===== config.mk =====
export PLATFORM = sky130hd
export DESIGN_NAME = fed_ctrl
export DESIGN_NICKNAME = d
export VERILOG_FILES = /design/src/fed_pkg.sv /design/src/fed_ctrl.sv
export SDC_FILE = /design/constraint.sdc
export NUM_CORES = 1
export LEC_CHECK = 0
export BUFFER_PORTS_ARGS = -buffer_cell sky130_fd_sc_hd__buf_2
export CAP_MARGIN = 40
export CORE_AREA = 2 2 39 41
export CTS_CLUSTER_DIAMETER = 60
export DETAILED_ROUTE_END_ITERATION = 8
export DIE_AREA = 0 0 41 43
export GPL_ROUTABILITY_DRIVEN = 0
export GPL_TIMING_DRIVEN = 0
export SLEW_MARGIN = 20
export SYNTH_ARGS = -nofsm -noshare
export SYNTH_HDL_FRONTEND = slang
export SYNTH_SLANG_ARGS = --single-unit
export TNS_END_PERCENT = 100

===== constraint.sdc =====
create_clock -name clk -period 2 [get_ports clk]
set_clock_uncertainty 0.15 [all_clocks]
set_input_delay 0.1 -clock clk [delete_from_list [all_inputs] [get_ports clk]]
set_output_delay 0.1 -clock clk [all_outputs]
set_load 0.01 [all_outputs]

===== src/fed_pkg.sv =====
`timescale 1ns / 1ps
`default_nettype none

package fed_pkg;

    localparam int SAMPLE_W = 16;
    localparam int CFG_IDX_W = 2;
    localparam int CFG_DATA_W = 17;
    localparam int DECAY_W = 15;
    localparam int WET_W = 16;

    localparam logic [CFG_IDX_W-1:0] REG_DELAY_LENGTH = 2'd0;
    localparam logic [CFG_IDX_W-1:0] REG_DECAY_GAIN   = 2'd1;
    localparam logic [CFG_IDX_W-1:0] REG_WET_MIX      = 2'd2;

    localparam int RST_DELAY_LENGTH = 48000;
    localparam logic [DECAY_W-1:0] RST_DECAY_GAIN = 15'd16384;
    localparam logic [WET_W-1:0]   RST_WET_MIX    = 16'd16384;
    localparam logic [WET_W-1:0]   WET_ONE        = 16'd32768;

    typedef struct packed {
        logic signed [SAMPLE_W-1:0] sample_in;
        logic                       block_end_in;
    } in_item_t;

    typedef struct packed {
        logic signed [SAMPLE_W-1:0] sample_out;
        logic                       block_end_out;
    } out_item_t;

    typedef struct packed {
        logic [CFG_IDX_W-1:0]  index;
        logic [CFG_DATA_W-1:0] value;
    } cfg_item_t;

    typedef struct packed {
        logic accept;
        logic mul1;
        logic mul2;
        logic wb;
    } fed_cmd_t;

endpackage

`default_nettype wire


===== src/fed_ctrl.sv =====
`timescale 1ns / 1ps
`default_nettype none

module fed_ctrl
    import fed_pkg::*;
(
    input  wire logic clk,
    input  wire logic rst_n,
    input  wire logic in_valid,
    output logic      in_ready,
    output logic      out_valid,
    input  wire logic out_ready,
    output fed_cmd_t  cmd
);

    localparam logic [1:0] ST_IDLE = 2'd0;
    localparam logic [1:0] ST_MUL1 = 2'd1;
    localparam logic [1:0] ST_MUL2 = 2'd2;
    localparam logic [1:0] ST_WB   = 2'd3;

    logic [1:0] state_reg;
    logic [1:0] state_next;
    logic       out_valid_reg;
    logic       out_valid_next;
    logic       slot_free;

    assign in_ready  = (state_reg == ST_IDLE);
    assign out_valid = out_valid_reg;
    assign slot_free = !out_valid_reg || out_ready;

    always_comb
    begin
        cmd        = '0;
        state_next = state_reg;
        case (state_reg)
            ST_IDLE:
            begin
                if (in_valid)
                begin
                    cmd.accept = 1'b1;
                    state_next = ST_MUL1;
                end
            end
            ST_MUL1:
            begin
                cmd.mul1   = 1'b1;
                state_next = ST_MUL2;
            end
            ST_MUL2:
            begin
                cmd.mul2   = 1'b1;
                state_next = ST_WB;
            end
            ST_WB:
            begin
                if (slot_free)
                begin
                    cmd.wb     = 1'b1;
                    state_next = ST_IDLE;
                end
            end
            default:
            begin
                state_next = ST_IDLE;
            end
        endcase
    end

    always_comb
    begin
        out_valid_next = out_valid_reg;
        if (cmd.wb)
        begin
            out_valid_next = 1'b1;
        end
        else if (out_ready)
        begin
            out_valid_next = 1'b0;
        end
    end

    always_ff @(posedge clk or negedge rst_n)
    begin
        if (!rst_n)
        begin
            state_reg     <= ST_IDLE;
            out_valid_reg <= 1'b0;
        end
        else
        begin
            state_reg     <= state_next;
            out_valid_reg <= out_valid_next;
        end
    end

endmodule

`default_nettype wire


Word-level counts from Yosys, hierarchy flattened
Cells that the tools add are included.
{"block": "totals", "regBits": 3, "latch_bits": 0, "mem_bits_rw": 0, "mem_count": 0, "output_inout_bits": 6, "rom_bits": 0, "inputBits": 4}
{"block": "classes", "mux": 11, "order_cmp": 0, "eq_ne": 5, "shifts": 0, "n_addsub": 0, "bitwise_logic": 0, "div": 0, "n_mul": 0, "n_reduce_logical": 5}
{"operator": "$mux 1", "n": 8}
{"operator": "$pmux 2 s4", "n": 1}
{"operator": "$eq 2x2->1 const B", "n": 2}
{"operator": "$mux 2", "n": 2}
{"operator": "$ne 2x2->1 const B", "n": 2}
{"operator": "$eq 2x1->1 const B", "n": 1}
{"operator": "$logic_not 2->1", "n": 1}
{"operator": "$reduce_and 2->1", "n": 1}
{"operator": "$reduce_bool 2->1", "n": 1}
{"operator": "$logic_not 1->1", "n": 1}
{"operator": "$logic_or 1x1->1", "n": 1}

Depth between registers and ports, before layout
Gate-level depths: netlist of the first run.
{"block": "depth", "ltp_word": 5, "depth_mapped": 4, "ltp_nobuf": 4}

Least setup slack after synthesis of the first run
OpenSTA, ideal clock, no wires.
{"block": "synth_timing", "kind": "reg-to-reg", "from": "reg state_reg[0]", "to": "reg state_reg[1]", "period_less_slack_ns": 1.476, "arrival_ns": 1.201, "n_path_buf": 0, "path_slack_ns": 0.524, "stages_incl_launch_ff": 5, "cell_sequence": "dfrtp_1 -> ha_1 -> and3b_1 -> a21oi_2 -> mux2_4"}
{"block": "synth_via", "elab_chain_len": 3, "elab_cells_between_ends": 8}
{"item": "start: declaration", "line_no": "fed_ctrl.sv:21", "source": "logic [1:0] state_reg;"}
{"item": "start signal: assignment", "line_no": "fed_ctrl.sv:91", "source": "state_reg <= state_next;"}
{"item": "$eq 2x2->1 / $logic_not 2->1 (equally long branches)", "line_no": "fed_ctrl.sv:35", "source": "case (state_reg)"}
{"item": "$ne 2x2->1 (no line)"}
{"item": "$reduce_and 2->1 (no line)"}
Several ways; a longest one is shown, not always the timed one.
A chain may end at the register's enable or synchronous reset.

Worst setup path after layout of the first run
Ends and elaborated chain as after synthesis.

==> results by group, run 1 <==
Placed design
  • Area of placed instances: 278 sq um
  • Post-DP HPWL: 307 um
  • Pre-CTS WS: 0.465 ns
  • Placed cells: 44
  • Port Buffers: 9

Global route
  • Initial antenna violation count: 0
  • GRT Residual Overflow: 0
  • All-Layer GR Usage: 5.14%
  • First-pass GRT wire length: 545 um
  • Vias in the first global route: 150
  • Largest net degree at the start of global routing: 5

STA
  • Unrepaired setup endpoints after global routing: false
  • Least-Margin Pin Slew: 0.142 ns
  • Post-layout min period: 1.53 ns
  • Final setup fails: 0
  • Fin. max-slew vios: 0
  • Worst hold margin: 0.0162 ns
  • Slew HR: 90.5%
  • Setup TNS Final: 0 ns
  • Maximum clock frequency: 652 MHz
  • Final worst path period share: 76.6%
  • Final WS setup: 0.467 ns
  • Final Hold Vio Count: 0

Power and ir drop
  • P_leak: 0.181 nW
  • Clock power frac: 21.0%
  • Switching share of power: 35.2%
  • Cell-internal power: 0.000315 W
  • Peak supply drop: 304 uV
  • Combinational share of power: 54.0%
  • Sequential Power Share: 25.0%
  • Power per cell area: 1550 nW/um^2
  • Net Sw Power: 0.000171 W

Routing
  • Initial DRC Count: 0
  • Via count: 171
  • DR DRC count: 0
  • Post-DR wirelength/cell: 6.98 um
  • Vias per cell: 3.49
  • Post-route ant nets: 0
  • Final wirelength: 342 um
  • Drt first pass iters: 1

Logic synthesis
  • Synth warnings: 0
  • Post-Synthesis Mean Instance Area: 11.2 sq um
  • Synth Instances: 19
  • Synth Register Bits: 3
  • Mapped Nets: 27
  • Sequential element share of the synthesized area: 35.3%
  • Post-synthesis instance area: 213 sq um
  • Distinct cells, synth: 10

Die
  • Die area: 1760 sq um
  • Die Y: 43 um
  • # IOs: 10
  • Starting Density: 15.4%
  • Die width: 41 um
  • Std-Cell Core Area: 1380 sq um
  • # rows: 14

Worst hold path
  • Worst hold path class: primary input to flop
  • Hold path cells: 3

Setup path
  • Worst setup EP type: flop
  • Critical Path Start Type: flop
  • Critical path required time: 1.96 ns
  • Reg2Reg Depth: 4
  • Worst EP arrival: 1.49 ns
  • Worst-path fanout max: 4
  • WS Path Type: flop to flop

Final layout
  • Final Cell Area: 314 sq um
  • Leading cell types in the layout, fill and taps excluded: buf_2, ha_1, inv_1, clkbuf_4, dfrtp_1
  • Commonest non-fill, non-tap cell in the layout: buf_2
  • Antenna cells: 0
  • Area Overhead vs Synth: 47.6%
  • Layout Cells excl Fill: 49
  • Layout cell share with drive strength beyond 1: 48.5%
  • NumNets Final: 42
  • Max reg flops: 2

Clock tree
  • Post-CTS setup buffer count: 0
  • CTS H-tree depth: 1
  • Root buffer cell: clkbuf_4
  • Buffer depth of the longest clock path: 2
  • TritonCTS clock tree: built
  • Clock latency at the later pin of the worst-skew pair: 0.23 ns
  • Clock slew at reported path FFs: 0.04 ns
  • Total CTS buffers: 3
  • Clk sinks: 3

Flow run
  • Max Cap Violations: 0

Outcome
  • Outcome: completed
==> per-stage QoR <==
step	power, W	utilization [%]
finish	0.000486	22.7
global route	0.000543	22.7
CTS	0.000506	22.7
detailed placement	0.000393	20.1
global placement	0.000392	20.1
floorplan	0.000314	-
==> cells in the mapped netlist, drive strengths merged <==
library cell,n,share of area [%]
ha,4,24
dfrtp,3,35
inv,3,5.3
and2,2,5.9
nand2b,2,5.9
a21oi,1,4.1
and3b,1,4.1
buf,1,3.5
mux2,1,7.1
o32a,1,5.3
==> per-layer routing <==
metal / vias to the layer above / global-route usage [%] / routed length, um
met3: 0 / 4.71 / 26
met2: 4 / 7.19 / 194
li1: 91 / - / -
met1: 76 / 4.22 / 121
met4: 0 / 4.00 / 0
met5: - / 0 / 0
==> worst max-delay path: stages, from the launching register on <==
cell and delay [ns]:
dfrtp_1 0.40, ha_1 0.22, and3b_1 0.18, a21oi_2 0.15, mux2_4 0.31
==> final cells by class <==
cell class,count,area [sq um]
sequential,3,75.1
tap,16,20.0
timing repair buffer,10,55.1
multi-input combinational,12,119
clock buffer,4,26.3
buffer,1,7.51
fill,152,1070
inverter,3,11.3
==> final timing paths <==
path                              start           end  slack [ns]
setup / recovery           state_reg[0]  state_reg[1]        0.47
hold / removal                out_ready     out_valid        0.02
setup reg to reg           state_reg[0]  state_reg[1]        0.47
hold reg to reg               out_valid     out_valid        0.37
max in group asynchronous         rst_n     out_valid        1.55
min in group asynchronous         rst_n  state_reg[0]        0.05
==> cells by family after synthesis <==
| group | count (synthesis) | synth area share [%] |
|---|---|---|
| buf+inv | 4 | 8.82 |
| fa+ha+maj | 4 | 23.5 |
| simple gates | 5 | 15.9 |
| flops | 3 | 35.3 |
| compound gates | 2 | 9.41 |
| mux | 1 | 7.06 |
==> power groups by stage <==
stage                     logic, W  clock network (W)  registers (W)
after floorplan           0.000191                  0       0.000123
after global placement    0.000269                  0       0.000123
after detailed placement  0.000270                  0       0.000123
after CTS                 0.000273           0.000110       0.000123
after global routing      0.000301           0.000115       0.000127
final                     0.000262           0.000102       0.000122
==> timing repair <==
item | 4_1_cts | 5_1_grt
hold endpoints to repair | 3 | 0
resized for setup | 0 | 0
hold buffers | 1 | 0
Power figures use the tool's default switching activity.
==> inputs of run 2 (changes only) <==
--- a/config.mk
+++ b/config.mk
@@ -5,6 +5,7 @@
 export SDC_FILE = /design/constraint.sdc
 export NUM_CORES = 1
 export LEC_CHECK = 0
+export ABC_AREA = 1
 export BUFFER_PORTS_ARGS = -buffer_cell sky130_fd_sc_hd__buf_2
 export CAP_MARGIN = 40
 export CORE_AREA = 2 2 39 41
==> constraint.sdc (replaced) <==
create_clock -name clk -period 1.3 [get_ports clk]
set_clock_uncertainty 0.15 [all_clocks]
set_input_delay 0.065 -clock clk [delete_from_list [all_inputs] [get_ports clk]]
set_output_delay 0.065 -clock clk [all_outputs]
set_load 0.01 [all_outputs]
==> results by group, run 2 <==
Outcome
  • Outcome: completed (unchanged)

Clock tree
  • CTS H-tree depth: 1 (unchanged)
  • Buffer depth of the longest clock path: 2 (unchanged)
  • Root buffer cell: clkbuf_4 (unchanged)
  • TritonCTS clock tree: built (unchanged)
  • Clk sinks: 3 (unchanged)
  • Total CTS buffers: 3 (unchanged)
  • Clock latency at the later pin of the worst-skew pair: 0.22 ns (was 0.23 ns)
  • Clock slew at reported path FFs: 0.04 ns (about the same)

Power and ir drop
  • P_leak: 0.235 nW (was 0.181 nW)
  • Sequential Power Share: 20.5% (was 25.0%)
  • Switching share of power: 39.3% (was 35.2%)
  • Power per cell area: 2410 nW/um^2 (was 1550 nW/um^2)
  • Net Sw Power: 0.000421 W (was 0.000171 W)
  • Peak supply drop: 491 uV (was 304 uV)
  • Cell-internal power: 0.000651 W (was 0.000315 W)
  • Clock power frac: 14.5% (was 21.0%)
  • Combinational share of power: 65.0% (was 54.0%)

Final layout
  • Layout Cells excl Fill: 64 (was 49)
  • Layout cell share with drive strength beyond 1: 66.7% (was 48.5%)
  • Max reg flops: 2 (unchanged)
  • Area Overhead vs Synth: 93.5% (was 47.6%)
  • Antenna cells: 0 (unchanged)
  • Final Cell Area: 445 sq um (was 314 sq um)
  • Commonest non-fill, non-tap cell in the layout: nand2_1 (was buf_2)
  • NumNets Final: 57 (was 42)
  • Leading cell types in the layout, fill and taps excluded: nand2_1, buf_6, buf_2 (was buf_2, ha_1, inv_1, clkbuf_4, dfrtp_1)

Global route
  • GRT Residual Overflow: 0 (unchanged)
  • Largest net degree at the start of global routing: 5 (unchanged)
  • First-pass GRT wire length: 952 um (was 545 um)
  • All-Layer GR Usage: 8.16% (was 5.14%)
  • Initial antenna violation count: 0 (unchanged)
  • Vias in the first global route: 265 (was 150)

Logic synthesis
  • Ranking of synthesized cells by area: dfrtp_1, ha_1, inv_1 (was dfrtp_1, ha_1, mux2_4)
  • Post-Synthesis Mean Instance Area: 7.67 sq um (was 11.2 sq um)
  • Async SR Flop Fraction: 100% (unchanged)
  • Synth Register Bits: 3 (unchanged)
  • Synth area leader: dfrtp_1 (unchanged)
  • Ys flop type: dfrtp_1 (unchanged)
  • Post-synthesis instance area: 230 sq um (was 213 sq um)
  • Distinct cells, synth: 9 (was 10)
  • EDFF count, synth: 0 (unchanged)
  • Mapped Nets: 38 (was 27)
  • Top cell type's share of synthesized area: 32.6% (was 35.3%)
  • Top cells by count, synth: inv_1, nand2_1, ha_1 (was ha_1, dfrtp_1, inv_1)
  • Synth warnings: 0 (unchanged)
  • Synth Instances: 30 (was 19)
  • Sequential element share of the synthesized area: 32.6% (was 35.3%)

Setup path
  • Crit Reg-Reg Startpoint: state_reg[1] (was state_reg[0])
  • Worst-path fanout max: 4 (unchanged)
  • WS Path Type: flop to output pin (was flop to flop)
  • Flop2flop setup slack: 0.08 ns (was 0.47 ns)
  • Worst setup EP type: output pin (was flop)
  • Top Family by Delay on Critical Path: flip-flops (unchanged)
  • Worst flop-to-flop path endpoint: state_reg[1] (unchanged)
  • Worst path bufs/invs: 3 (was 0)
  • Critical Path Start Type: flop (unchanged)
  • Crit path max-delay cell type: dfrtp_2 (was dfrtp_1)
  • Critical Path Start: state_reg[0] (unchanged)
  • Reg2Reg Depth: 7 (was 4)
  • Cell mode on critical path: inv_2
  • Crit-path cells: inv_2, ha_4, nand2_2, inv_2, buf_6 (was ha_1, and3b_1, a21oi_2, mux2_4)
  • Worst EP arrival: 1.08 ns (was 1.49 ns)
  • Critical path required time: 1.09 ns (was 1.96 ns)
  • CP endpoint: cmd[3] (was state_reg[1])
  • Crit-path max cell delay: 0.43 ns (was 0.40 ns)
  • Crit path depth: 5 (was 4)

Routing
  • Post-route ant nets: 0 (unchanged)
  • DR DRC count: 0 (unchanged)
  • Drt first pass iters: 1 (unchanged)
  • Initial DRC Count: 0 (unchanged)
  • Vias per cell: 3.61 (was 3.49)
  • Post-DR wirelength/cell: 7.67 um (was 6.98 um)
  • Via count: 231 (was 171)
  • Final wirelength: 491 um (was 342 um)

STA
  • Unrepaired setup endpoints after global routing: true (was false)
  • Post-layout min period: 1.30 ns
  • Final Hold Vio Count: 0 (unchanged)
  • Maximum clock frequency: 772 MHz
  • Final worst path period share: 99.6%
  • Fin. max-slew vios: 0 (unchanged)
  • Setup TNS Final: 0 ns (unchanged)
  • Final setup fails: 0 (unchanged)
  • Slew HR: 89.8% (was 90.5%)
  • Least-Margin Pin Slew: 0.152 ns (was 0.142 ns)

Placed design
  • Port Buffers: 9 (unchanged)
  • Area of placed instances: 295 sq um (was 278 sq um)
  • Placed cells: 55 (was 44)
  • Post-DP HPWL: 348 um (was 307 um)

Flow run
  • Max Cap Violations: 0 (unchanged)

Die
  • Die Y: 43 um (unchanged)
  • # IOs: 10 (unchanged)
  • Std-Cell Core Area: 1380 sq um (unchanged)
  • # rows: 14 (unchanged)
  • Die area: 1760 sq um (unchanged)
  • Die width: 41 um (unchanged)
  • Starting Density: 16.6% (was 15.4%)

Worst hold path
  • Worst hold path class: primary input to asynchronous set/reset pin (was primary input to flop)
[run 2: cell types whose count changed after synthesis, moves of 2 or more]
cell / delta
nand2_1: +8
inv_1: +5
and2_1: -2
nand2_2: +2
nand2b_1: -2
nand3_1: +2
[run 2: cell families (layout without fill, tap and decap cells)]
logic type	after synthesis	in the layout	share of synthesized area (%)
fa+ha+maj	4	4	21.7
flops	3	3	32.6
simple gates	13	13	27.2
compound gates	1	1	2.17
buf+inv	9	27	16.3
[run 2: layout make-up]
| class | instances | area, sq um |
|---|---|---|
| inverters | 8 | 30.0 |
| fillers | 152 | 938 |
| multi-input cells | 18 | 164 |
| well taps | 16 | 20.0 |
| clock buffers | 4 | 26.3 |
| repair buffers | 15 | 128 |
| flip-flops and latches | 3 | 77.6 |
[run 2: worst register-to-register path: cells and delay by family, from the launching register on]
family	cells	cell delay [ns]
simple gates	4	0.21
flops	1	0.40
fa+ha+maj	1	0.17
buf+inv	2	0.19
[run 2: metrics by stage]
step                      util (%)  hold slack [ns]  setup slack, ns  total power [W]
after global routing          32.2           0.0246          -0.0628          0.00121
final                         32.2           0.0131          0.00491          0.00107
after CTS                     28.5           0.0107          -0.0352         0.000936
after global placement        21.3           -0.289           0.0718         0.000605
after floorplan                  -           -0.381           0.0965         0.000489
after detailed placement      21.3           -0.287           0.0703         0.000611
[run 2: power by group through the flow]
| stage | clock [W] | combinational [W] | sequential (W) |
|---|---|---|---|
| 3_5_place_dp | 0 | 0.000416 | 0.000195 |
| 3_3_place_gp | 0 | 0.000412 | 0.000193 |
| 6_report | 0.000156 | 0.000697 | 0.000220 |
| 4_1_cts | 0.000163 | 0.000576 | 0.000197 |
| 2_1_floorplan | 0 | 0.000295 | 0.000194 |
| 5_1_grt | 0.000172 | 0.000802 | 0.000233 |
[run 2: how the worst min path moves through the flow]
stage / cells past startpoint / startpoint / slack (ns) / endpoint
2_1_floorplan: 0 / rst_n / -0.38 / out_valid
3_3_place_gp: 1 / rst_n / -0.29 / out_valid
3_5_place_dp: 1 / rst_n / -0.29 / out_valid
4_1_cts: 2 / rst_n / 0.01 / out_valid
5_1_grt: 2 / rst_n / 0.02 / state_reg[0]
6_report: 2 / rst_n / 0.01 / out_valid
[run 2: layer usage]
| layer | vias to the layer above | global-route usage (%) | part of all wire, % |
|---|---|---|---|
| met5 | - | 0 | 0 |
| met4 | 0 | 6.00 | 0 |
| met3 | 0 | 3.14 | 5.3 |
| met2 | 4 | 12.5 | 60 |
| met1 | 106 | 8.44 | 34 |
| li1 | 121 | - | - |
[run 2: timing repair]
action | 4_1_cts | 5_1_grt
hold endpoints to repair | 4 | 0
endpoints found under the setup margin | 3 | 6
buffers inserted | 4 | 0
hold buffers | 2 | 0
resized for setup | 10 | 12
pin swaps | 2 | 6
==> inputs of run 3 (changes only) <==
--- a/config.mk
+++ b/config.mk
@@ -9,6 +9,7 @@
 export BUFFER_PORTS_ARGS = -buffer_cell sky130_fd_sc_hd__buf_2
 export CAP_MARGIN = 40
 export CORE_AREA = 2 2 39 41
+export CTS_BUF_LIST = sky130_fd_sc_hd__clkbuf_2 sky130_fd_sc_hd__clkbuf_4 sky130_fd_sc_hd__clkbuf_8
 export CTS_CLUSTER_DIAMETER = 60
 export DETAILED_ROUTE_END_ITERATION = 8
 export DIE_AREA = 0 0 41 43
==> results by group, run 3 (synthesis gave the netlist of run 2 again) <==
Placed design
  • Port Buffers: 9 (unchanged)
  • Pre-CTS WS: 0.0703 ns (unchanged)
  • Post-DP HPWL: 348 um (unchanged)

Power and ir drop
  • Peak supply drop: 491 uV (about the same)
  • Clock power frac: 16.1% (was 14.5%)
  • Power per cell area: 2430 nW/um^2 (was 2410 nW/um^2)
  • Sequential Power Share: 20.1% (was 20.5%)
  • Combinational share of power: 63.7% (was 65.0%)
  • Overall power: 0.00109 W (was 0.00107 W)
  • Net Sw Power: 0.000421 W (about the same)
  • Cell-internal power: 0.000672 W (was 0.000651 W)
  • Switching share of power: 38.5% (was 39.3%)
  • P_leak: 0.238 nW (was 0.235 nW)

Routing
  • Vias per cell: 3.61 (unchanged)
  • Final wirelength: 491 um (unchanged)
  • Max Used Layer: met3 (unchanged)
  • Initial DRC Count: 0 (unchanged)
  • DR DRC count: 0 (unchanged)
  • Post-DR wirelength/cell: 7.67 um (unchanged)
  • Routed length on met1: 169 um (unchanged)
  • Met2 wire len: 295 um (unchanged)
  • Via count: 231 (unchanged)
  • Post-route ant nets: 0 (unchanged)
  • Met3 WL: 26 um (unchanged)
  • Drt first pass iters: 1 (unchanged)

STA
  • Least-Margin Pin Slew: 0.152 ns (about the same)
  • Fin. max-slew vios: 0 (unchanged)
  • Setup TNS Final: 0 ns (unchanged)
  • Final WS setup: 0.00492 ns (was 0.00491 ns)
  • Maximum clock frequency: 772 MHz (about the same)
  • Post-layout min period: 1.30 ns (about the same)
  • Worst hold margin: 0.0132 ns (was 0.0131 ns)
  • Slew HR: 89.8% (unchanged)
  • Unrepaired setup endpoints after global routing: true (unchanged)
  • Final worst path period share: 99.6% (about the same)
  • Final setup fails: 0 (unchanged)
  • Final Hold Vio Count: 0 (unchanged)

Global route
  • Largest net degree at the start of global routing: 5 (unchanged)
  • All-Layer GR Usage: 8.16% (unchanged)
  • First-pass GRT wire length: 952 um (unchanged)
  • Vias in the first global route: 265 (unchanged)
  • GRT Residual Overflow: 0 (unchanged)
  • Initial antenna violation count: 0 (unchanged)

Setup path
  • Worst setup EP type: output pin (unchanged)
  • Critical path required time: 1.09 ns (about the same)
  • Crit path max-delay cell type: dfrtp_2 (unchanged)
  • Worst EP arrival: 1.08 ns (about the same)
  • Crit-path max cell delay: 0.43 ns (about the same)
  • Worst-path fanout max: 4 (unchanged)
  • Crit-path cells: inv_2, ha_4, nand2_2, inv_2, buf_6 (unchanged)
  • Critical Path Start Type: flop (unchanged)
  • Cell mode on critical path: inv_2 (unchanged)
  • WS Path Type: flop to output pin (unchanged)
  • Top Family by Delay on Critical Path: flip-flops (unchanged)
  • Worst path bufs/invs: 3 (unchanged)

Clock tree
  • CTS H-tree depth: 1 (unchanged)
  • Buffer depth of the longest clock path: 2 (unchanged)
  • Clock latency at the later pin of the worst-skew pair: 0.22 ns (about the same)
  • Total CTS buffers: 3 (unchanged)
  • TritonCTS clock tree: built (unchanged)
  • Clk sinks: 3 (unchanged)
  • Clock slew at reported path FFs: 0.04 ns (about the same)
  • Root buffer cell: clkbuf_4 (unchanged)

Final layout
  • Leading cell types in the layout, fill and taps excluded: nand2_1, buf_6, buf_2 (unchanged)
  • Fillers: 152 (unchanged)
  • NumNets Final: 57 (unchanged)
  • Commonest non-fill, non-tap cell in the layout: nand2_1 (unchanged)
  • Area Overhead vs Synth: 95.1% (was 93.5%)
  • Fin util: 32.5% (was 32.2%)
  • Antenna cells: 0 (unchanged)
  • Layout cell share with drive strength beyond 1: 68.8% (was 66.7%)
  • Max reg flops: 2 (unchanged)

Die
  • # IOs: 10 (unchanged)
  • # rows: 14 (unchanged)
  • Die width: 41 um (unchanged)
  • Std-Cell Core Area: 1380 sq um (unchanged)
  • Die area: 1760 sq um (unchanged)
  • Die Y: 43 um (unchanged)
  • Starting Density: 16.6% (unchanged)

Flow run
  • Max Cap Violations: 0 (unchanged)

Outcome
  • Outcome: completed (unchanged)

Worst hold path
  • Worst hold path class: primary input to asynchronous set/reset pin (unchanged)
## run 3: layout make-up
type | instances | area (sq um) | area share [%]
timing repair buffer | 15 | 128 | 28.4
multi-input combinational | 18 | 164 | 36.5
inverter | 8 | 30.0 | 6.69
sequential | 3 | 77.6 | 17.3
clock buffer | 4 | 30.0 | 6.69
tap | 16 | 20.0 | 4.46
## run 3: worst paths after layout
kind | from | end | slack (ns) | cells after the start
setup reg to reg | state_reg[1] | state_reg[1] | 0.08 | 7
min in group clk | in_valid | state_reg[0] | 0.07 | 5
max in group asynchronous | rst_n | state_reg[1] | 0.87 | 2
hold reg to reg | state_reg[0] | state_reg[0] | 0.40 | 2
setup / recovery | state_reg[0] | cmd[3] | 0.005 | 5
hold / removal | rst_n | out_valid | 0.01 | 2
## run 3: power groups by stage
stage / clock network (W) / registers [W] / logic (W)
after global placement: 0 / 0.000193 / 0.000412
after detailed placement: 0 / 0.000195 / 0.000416
final: 0.000176 / 0.000220 / 0.000697
after floorplan: 0 / 0.000194 / 0.000295
after CTS: 0.000184 / 0.000197 / 0.000576
after global routing: 0.000192 / 0.000233 / 0.000802
## run 3: per-stage QoR
stage,cells,cell area (sq um)
after floorplan,30,230
after global placement,55,295
after detailed placement,55,295
after CTS,64,398
after global routing,64,449
final,64,449
## run 3: timing repair
action                                  CTS  global route
hold buffers                              2             0
cloned                                    0             0
pin swaps                                 2             6
endpoints found under the setup margin    3             6
setup buffers                             4             0
hold endpoints to repair                  4             0
resized for setup                        10            12
## run 3: layer usage
| metal | track usage (%) | vias to the layer above |
|---|---|---|
| met5 | 0 | - |
| met1 | 8.44 | 106 |
| met4 | 6.00 | 0 |
| met3 | 3.14 | 0 |
| li1 | - | 121 |
| met2 | 12.5 | 4 |
